## src/vcf_genotype_base_extractor_top_macros.svh

```systemverilog
// ----------------------------------------------------------------------------
// VCF genotype base extractor assertion macros
// Concurrent assertion wrappers that compile away when SYNTH is defined.
// ----------------------------------------------------------------------------
`ifndef VCF_GENOTYPE_BASE_EXTRACTOR_TOP_MACROS_SVH
`define VCF_GENOTYPE_BASE_EXTRACTOR_TOP_MACROS_SVH

`ifndef SYNTH
// Antecedent implies consequent in the same cycle.
`define VGB_ASSERT_SAME(lbl, ante, cons, msg) \
	lbl: assert property (@(posedge clk) disable iff (!arst_n) (ante) |-> (cons)) \
		else $error(msg);
// Antecedent implies consequent in the following cycle.
`define VGB_ASSERT_NEXT(lbl, ante, cons, msg) \
	lbl: assert property (@(posedge clk) disable iff (!arst_n) (ante) |=> (cons)) \
		else $error(msg);
`else
`define VGB_ASSERT_SAME(lbl, ante, cons, msg)
`define VGB_ASSERT_NEXT(lbl, ante, cons, msg)
`endif

`endif

```

## src/vcfgbe_pkg.sv

```systemverilog
// ----------------------------------------------------------------------------
// VCF genotype base extractor package
// Sizes, field phase codes and character constants of the record parser.
// ----------------------------------------------------------------------------
package vcfgbe_pkg;

	localparam int MAX_ALLELES = 16;
	localparam int MAX_SAMPLES = 65536;

	// Allele count and genotype index both reach MAX_ALLELES itself.
	localparam int ALLELE_W = $clog2(MAX_ALLELES + 1);
	localparam int IDX_W    = $clog2(MAX_ALLELES);
	localparam int GT_SUM_W = ALLELE_W + 4;
	localparam int SAMPLE_W = $clog2(MAX_SAMPLES);

	localparam int IN_W       = 8;
	localparam int POS_W      = 32;
	localparam int SAMPLE_O_W = 16;
	localparam int BASE_W     = 8;
	localparam int OUT_W      = POS_W + SAMPLE_O_W + BASE_W;

	localparam int PHASE_W = 4;
	localparam logic [PHASE_W-1:0] PH_CHROM     = 4'd0;
	localparam logic [PHASE_W-1:0] PH_POS       = 4'd1;
	localparam logic [PHASE_W-1:0] PH_ID        = 4'd2;
	localparam logic [PHASE_W-1:0] PH_REF       = 4'd3;
	localparam logic [PHASE_W-1:0] PH_REFSEP    = 4'd4;
	localparam logic [PHASE_W-1:0] PH_ALT       = 4'd5;
	localparam logic [PHASE_W-1:0] PH_SKIP      = 4'd6;
	localparam logic [PHASE_W-1:0] PH_GT_FIRST  = 4'd7;
	localparam logic [PHASE_W-1:0] PH_GT_DIGITS = 4'd8;
	localparam logic [PHASE_W-1:0] PH_GT_REST   = 4'd9;

	localparam logic [IN_W-1:0] CH_TAB   = 8'h09;
	localparam logic [IN_W-1:0] CH_LF    = 8'h0A;
	localparam logic [IN_W-1:0] CH_NUL   = 8'h00;
	localparam logic [IN_W-1:0] CH_COMMA = 8'h2C;
	localparam logic [IN_W-1:0] CH_N     = 8'h4E;
	localparam logic [IN_W-1:0] CH_ZERO  = 8'h30;
	localparam logic [IN_W-1:0] CH_NINE  = 8'h39;

	localparam logic [1:0] SKIP_LAST = 2'd3;

endpackage

```

## src/vcf_genotype_base_extractor_top.sv

```systemverilog
// The block parses VCF record text arriving one byte per request and emits
// one request per sample field carrying the zero-based position, the sample
// number, the allele base picked by the genotype index and a last-sample
// flag. It takes one byte every cycle; a byte is registered at the input,
// then the record state and the result register are updated from it once
// the output is free to advance. Only a stalled output with a full input
// register holds off new bytes. There is no clearing pass after reset.
// ----------------------------------------------------------------------------
// VCF genotype base extractor
// Byte-serial record parser: position, allele table and per-sample genotype.
// ----------------------------------------------------------------------------
`include "vcf_genotype_base_extractor_top_macros.svh"

module vcf_genotype_base_extractor_top (
	input  logic                      clk,
	input  logic                      arst_n,
	input  logic                      s_axis_tvalid,
	output logic                      s_axis_tready,
	// [7:0] in_byte
	input  logic [vcfgbe_pkg::IN_W-1:0]  s_axis_tdata,
	output logic                      m_axis_tvalid,
	input  logic                      m_axis_tready,
	// [31:0] position, [47:32] sample_number, [55:48] base
	output logic [vcfgbe_pkg::OUT_W-1:0] m_axis_tdata,
	// last_sample
	output logic                      m_axis_tlast
);
	import vcfgbe_pkg::*;

	localparam logic [ALLELE_W-1:0] ALLELE_MAX = ALLELE_W'(MAX_ALLELES);
	localparam logic [GT_SUM_W-1:0] GT_LIMIT   = GT_SUM_W'(MAX_ALLELES);
	localparam logic [SAMPLE_W-1:0] SAMPLE_MAX = SAMPLE_W'(MAX_SAMPLES - 1);

	// Input register.
	logic            valid_s1;
	logic [IN_W-1:0] byte_s1;

	// Record state.
	logic [PHASE_W-1:0]  phase_q, phase_d;
	logic [POS_W-1:0]    pos_q, pos_d;
	logic [ALLELE_W-1:0] count_q, count_d;
	logic [1:0]          skip_q, skip_d;
	logic [ALLELE_W-1:0] gt_q, gt_d;
	logic                inv_q, inv_d;
	logic [SAMPLE_W-1:0] sample_q, sample_d;
	logic [BASE_W-1:0]   allele_q [MAX_ALLELES];

	// Result register.
	logic                  out_valid_q;
	logic [POS_W-1:0]      out_pos_q;
	logic [SAMPLE_O_W-1:0] out_sample_q;
	logic [BASE_W-1:0]     out_base_q;
	logic                  out_last_q;

	logic                advance;
	logic                step;
	logic                is_tab;
	logic                ends;
	logic                is_digit;
	logic [3:0]          digit;
	logic [GT_SUM_W-1:0] gt_sum;
	logic [ALLELE_W-1:0] gt_next;
	logic                store;
	logic                emit;
	logic                emit_inv;
	logic [BASE_W-1:0]   base_sel;

	assign advance       = !out_valid_q || m_axis_tready;
	assign s_axis_tready = !valid_s1 || advance;
	assign step          = valid_s1 && advance;

	assign is_tab   = (byte_s1 == CH_TAB);
	assign ends     = is_tab || (byte_s1 == CH_LF) || (byte_s1 == CH_NUL);
	assign is_digit = (byte_s1 >= CH_ZERO) && (byte_s1 <= CH_NINE);
	assign digit    = byte_s1[3:0];

	// Genotype accumulation saturates at MAX_ALLELES, which is out of range.
	assign gt_sum  = (GT_SUM_W'(gt_q) << 3) + (GT_SUM_W'(gt_q) << 1) + GT_SUM_W'(digit);
	assign gt_next = ((gt_q >= ALLELE_MAX) || (gt_sum > GT_LIMIT)) ? ALLELE_MAX
		: gt_sum[ALLELE_W-1:0];

	always_comb begin
		phase_d  = phase_q;
		pos_d    = pos_q;
		count_d  = count_q;
		skip_d   = skip_q;
		gt_d     = gt_q;
		inv_d    = inv_q;
		sample_d = sample_q;
		store    = 1'b0;
		emit     = 1'b0;
		emit_inv = inv_q;
		case (phase_q)
			PH_CHROM: begin
				if (is_tab) phase_d = PH_POS;
			end
			PH_POS: begin
				if (is_tab) begin
					phase_d = PH_ID;
				end else begin
					pos_d = (pos_q << 3) + (pos_q << 1) + POS_W'(byte_s1) - POS_W'(CH_ZERO);
				end
			end
			PH_ID: begin
				if (is_tab) phase_d = PH_REF;
			end
			PH_REF: begin
				store   = 1'b1;
				phase_d = PH_REFSEP;
			end
			PH_REFSEP: begin
				phase_d = PH_ALT;
			end
			PH_ALT: begin
				if (is_tab) begin
					skip_d  = '0;
					phase_d = PH_SKIP;
				end else if (byte_s1 != CH_COMMA) begin
					store = 1'b1;
				end
			end
			PH_SKIP: begin
				if (is_tab) begin
					if (skip_q == SKIP_LAST) begin
						skip_d  = '0;
						gt_d    = '0;
						inv_d   = 1'b0;
						phase_d = PH_GT_FIRST;
					end else begin
						skip_d = skip_q + 2'd1;
					end
				end
			end
			PH_GT_FIRST: begin
				if (ends) begin
					emit     = 1'b1;
					emit_inv = 1'b1;
				end else if (is_digit) begin
					gt_d    = (GT_SUM_W'(digit) > GT_LIMIT) ? ALLELE_MAX : ALLELE_W'(digit);
					phase_d = PH_GT_DIGITS;
				end else begin
					inv_d   = 1'b1;
					phase_d = PH_GT_REST;
				end
			end
			PH_GT_DIGITS: begin
				if (ends) begin
					emit = 1'b1;
				end else if (is_digit) begin
					gt_d = gt_next;
				end else begin
					phase_d = PH_GT_REST;
				end
			end
			PH_GT_REST: begin
				if (ends) emit = 1'b1;
			end
			default: begin
				phase_d  = PH_CHROM;
				pos_d    = '0;
				count_d  = '0;
				skip_d   = '0;
				gt_d     = '0;
				inv_d    = 1'b0;
				sample_d = '0;
			end
		endcase

		if (store && (count_q < ALLELE_MAX)) count_d = count_q + ALLELE_W'(1);

		if (emit) begin
			if (!is_tab) begin
				// A newline or zero byte closes the record.
				phase_d  = PH_CHROM;
				pos_d    = '0;
				count_d  = '0;
				skip_d   = '0;
				sample_d = '0;
			end else begin
				phase_d = PH_GT_FIRST;
				if (sample_q < SAMPLE_MAX) sample_d = sample_q + SAMPLE_W'(1);
			end
			gt_d  = '0;
			inv_d = 1'b0;
		end
	end

	// An index below the count always fits the table index width.
	assign base_sel = (!emit_inv && (gt_q < count_q)) ? allele_q[gt_q[IDX_W-1:0]] : CH_N;

	always_ff @(posedge clk or negedge arst_n) begin
		if (!arst_n) begin
			valid_s1 <= 1'b0;
		end else if (s_axis_tready) begin
			valid_s1 <= s_axis_tvalid;
		end
	end

	always_ff @(posedge clk) begin
		if (s_axis_tready && s_axis_tvalid) byte_s1 <= s_axis_tdata;
	end

	always_ff @(posedge clk or negedge arst_n) begin
		if (!arst_n) begin
			phase_q  <= PH_CHROM;
			pos_q    <= '0;
			count_q  <= '0;
			skip_q   <= '0;
			gt_q     <= '0;
			inv_q    <= 1'b0;
			sample_q <= '0;
		end else if (step) begin
			phase_q  <= phase_d;
			pos_q    <= pos_d;
			count_q  <= count_d;
			skip_q   <= skip_d;
			gt_q     <= gt_d;
			inv_q    <= inv_d;
			sample_q <= sample_d;
		end
	end

	always_ff @(posedge clk) begin
		if (step && store && (count_q < ALLELE_MAX)) begin
			allele_q[count_q[IDX_W-1:0]] <= byte_s1;
		end
	end

	always_ff @(posedge clk or negedge arst_n) begin
		if (!arst_n) begin
			out_valid_q <= 1'b0;
		end else if (advance) begin
			out_valid_q <= step && emit;
		end
	end

	always_ff @(posedge clk) begin
		if (step && emit) begin
			out_pos_q    <= pos_q - POS_W'(1);
			out_sample_q <= SAMPLE_O_W'(sample_q);
			out_base_q   <= base_sel;
			out_last_q   <= !is_tab;
		end
	end

	assign m_axis_tvalid = out_valid_q;
	assign m_axis_tdata  = {out_base_q, out_sample_q, out_pos_q};
	assign m_axis_tlast  = out_last_q;

	`VGB_ASSERT_NEXT(a_record_clear, step && emit && !is_tab, (phase_q == PH_CHROM) && (count_q == '0) && (pos_q == '0), "record state not cleared after last sample")
	`VGB_ASSERT_SAME(a_gt_range, 1'b1, gt_q <= ALLELE_MAX, "genotype index above saturation value")
	`VGB_ASSERT_SAME(a_count_range, 1'b1, count_q <= ALLELE_MAX, "allele count above table size")
	`VGB_ASSERT_SAME(a_stall_cause, !s_axis_tready, valid_s1 && out_valid_q && !m_axis_tready, "input stalled without output back-pressure")
	`VGB_ASSERT_NEXT(a_emit_valid, step && emit, m_axis_tvalid, "sample end did not produce a result")

endmodule
```

## config.mk

```make
export PLATFORM = sky130hd
export DESIGN_NAME = vcf_genotype_base_extractor_top
export DESIGN_NICKNAME = d
export VERILOG_FILES = /design/src/vcfgbe_pkg.sv /design/src/vcf_genotype_base_extractor_top.sv
export VERILOG_INCLUDE_DIRS = /design/src /design/src/src
export SDC_FILE = /design/constraint.sdc
export NUM_CORES = 1
export LEC_CHECK = 0
export BUFFER_PORTS_ARGS = -buffer_cell sky130_fd_sc_hd__buf_4
export CAP_MARGIN = 25
export CORE_AREA = 2 2 139 209
export DETAILED_ROUTE_END_ITERATION = 7
export DIE_AREA = 0 0 141 211
export PLACE_DENSITY = 0.66
export REMOVE_ABC_BUFFERS = 1
export SETUP_SLACK_MARGIN = 0.05
export SYNTH_ARGS = -nofsm -noshare
export SYNTH_HDL_FRONTEND = slang
export SYNTH_SLANG_ARGS = --single-unit
```

## constraint.sdc

```tcl
create_clock -name clk -period 12.9 [get_ports clk]
set_input_delay 0.645 -clock clk [delete_from_list [all_inputs] [get_ports clk]]
set_output_delay 0.645 -clock clk [all_outputs]
set_load 0.05 [all_outputs]
```

==> results.md <==
- Worst path slowest cell: edfxtp_1
- Core area: between 20000 and 30000 um^2
- Cell Pwr Density: 268.7 nW/um^2
- Die height: around 210 um
- Setup TNS: 0 ns
- Worst Hold End: byte_s1[4]
- Crit Path Category: reg -> reg
- Post-synth cell types: 71
- Area occupied by multi-input gates: 5732 um^2
- Hold Crit Class: in -> reg
- Port buffer count: 70
- Final min period: about 4.1 ns
- Clk pin slew, worst setup/hold paths: about 0.070 ns
- Critical path required time: about 13 ns
- Initial core utilization: 49.35%
- Routed length per instance: roughly 21 um
- CTS tree: done
- Syn_area_per_cell: between 10 and 15 um^2
- Site Rows: 75
- Fin. Hold Viols: 0
- Post-Route Skew: around 0.032 ns
- Largest stage delay, worst path: 0.71 ns
- Clock latency on the worst-skew pair: between 0.5 and 0.6 ns
- Total Routed Length: around 32 mm
- RSZ-0062 raised after global routing: false
- Total CTS buffers: 25
- Post-synth EDFFs: just under 200
- N_diodes: 0
- Drt drc: 0
- Mapped Cells: around 1100
- GP Congestion: about 0.9
- Capture point of the worst reg-to-reg path: pos_q[25]
- CP arrival: approximately 4.5 ns
- Post-DP HPWL: ~23 mm
- Area occupied by registers: 7473 um^2
- Via Count: 9084
- Die Wd: 141 um
- Number of max-cap violations: 0
- Die area: around 30000 um^2
- WHS: approximately 0.27 ns
- Buffers & Inverters on Critical Path: 3
- LEAKAGE: about 0.0061 uW
- Max-slew headroom: a little over a third
- Post-synth ARST share: 25.77%
- #FFs+latches synth: 260
- Via density: around 5.8
- Num ports: 71
- Final net count: about 1300
- First-pass DRT Iterations: 5
- Total gr overflow: 0
- Cell class contributing the biggest share of worst-path delay: compound AO/OA/AOI/OAI gates
- Hold path start: s_axis_tdata[4]
- Hold depth: 1
- Flop2flop setup slack: a little under 9 ns
- Fillers: around 2400
- Synthesis Warnings: 0
- Final setup vio count: 0
- Worst-path cell chain: inv_1, ha_1, inv_1, fa_1, inv_1, fa_1, nor2b_1, o2111ai_1, a211o_1, o2111ai_1, nand4_1, a21o_1, a31o_2
- Share of cells above drive strength 1: 15.09%
- CTS Buffer Depth: 3
- Area growth, synth to finish: 12.27%
- Remaining antenna violation count: 0
- Max-slew violations: 0
- Initial antenna violation count: 0
- First-pass GRT wire length: roughly 50 mm
- Post-Syn Area: around 14000 um^2
- Vias in the first global route: 9369
- Worst-margin pin slew: 0.9662 ns
- Critical-path maximum fanout: 19
- Most frequent cells in the layout: edfxtp_1, inv_1, ha_1, nand2_1, buf_4
- Worst setup EP type: flop
- Largest net degree at the start of global routing: between 60 and 70
- Outcome: complete, no violations
- Maximum VDD drop: ~0.00021 V
- Total GRT Usage: between 20% and 30%
- Sequential fraction of the synthesis area: between 50% and 60%
- Fin crit share: about a third
- Root Buffer: clkbuf_16
- RR Startpoint: byte_s1[4]
- Clock Sink Count: 260
- CTS resizes: 0
- CTS H-tree depth: 1
- Commonest non-fill, non-tap cell in the layout: edfxtp_1
- 1st-iter DRT viols: 501
- Cells on worst reg2reg path: 13
- Most used DFF post-synth: edfxtp_1
- Worst setup SP type: flop
- Fmax: 0.2461 GHz
- CP most frequent cell: inv_1
[metal layers]
metal  GRT usage, %  share of wire (%)  up-vias
met5              0                  0        -
met4          7.862                3.0        0
met3          2.063                3.2       58
met2          43.20                 57      218
met1          24.59                 37     4514
li1               -                  -     4294
[final cells by class]
type                    count  share of cell area (%)
multi-input cells         714                   37.12
clock buffers              31                   4.197
repair buffers             82                   4.116
clock inverters            15                  0.5186
flip-flops and latches    260                   48.40
inverters                 117                   2.844
well taps                 346                   2.804
[Yosys cell counts (8+ instances only)]
library cell,count,area [um^2]
edfxtp_1,193,5796
inv_1,115,431.7
ha_1,102,1276
nand2_1,87,326.6
dfrtp_1,67,1677
o21ai_0,65,325.3
a21oi_1,60,300.3
nor2_1,44,165.2
mux4_2,40,900.9
xnor2_1,40,350.3
clkbuf_1,26,97.59
nand3_1,26,130.1
and2_1,22,137.6
nor3_1,20,100.1
nand4_1,19,118.9
xor2_1,18,157.7
a31oi_1,10,62.56
nand2b_1,9,56.30
o31ai_1,9,67.56
fa_1,8,160.2
o22ai_1,8,50.05
[cells by family (layout without fill, tap and decap cells)]
group / Yosys count / count (layout) / synth area share, %
simple gates: 287 / 287 / 10.97
flops: 260 / 260 / 54.33
compound gates: 211 / 211 / 9.343
buf+inv: 148 / 245 / 4.048
fa+ha+maj: 110 / 110 / 10.44
xor+xnor: 58 / 58 / 3.694
mux: 48 / 48 / 7.169
[flip-flops by register name, summed over array words and instances, names as in the netlist, 2 cells and up]
name	cells
pos_q	32
gt_q	5
skip_q	2
sample_q	16
out_pos_q	32
phase_q	4
byte_s1	8
allele_q	128
out_base_q	8
out_sample_q	16
count_q	5
[repair_timing]
action                                 4_1_cts  5_1_grt
endpoints found under the hold margin        0       13
hold buffers                                 0        1
setup buffers                                0        0
[power by group]
part           leakage (uW)  internal (uW)  switching, uW
Sequential          0.00263           1000            103
Clock              0.000351            358            313
Combinational       0.00313            949           1430
Total               0.00611           2310           1840
[worst max path at each step]
stage	end	cells after the start	slack, ns	startpoint
floorplan	m_axis_tlast	4	8.44	byte_s1[4]
global placement	pos_q[30]	12	8.90	byte_s1[5]
detailed placement	pos_q[30]	12	8.79	byte_s1[5]
CTS	pos_q[30]	12	8.72	byte_s1[5]
global route	pos_q[25]	13	8.54	byte_s1[4]
finish	pos_q[25]	13	8.84	byte_s1[4]
[through the flow]
step,setup WS (ns),instances,area [um^2],total power [uW],util (%)
2_1_floorplan,8.442,1091,13640,2872,-
3_3_place_gp,8.898,1516,14670,3453,52.64
3_5_place_dp,8.792,1516,14670,3466,52.64
4_1_cts,8.717,1562,15400,4158,55.25
5_1_grt,8.539,1565,15440,4510,55.40
6_report,8.837,1565,15440,4149,55.40
(Power assumes the default switching activity.)
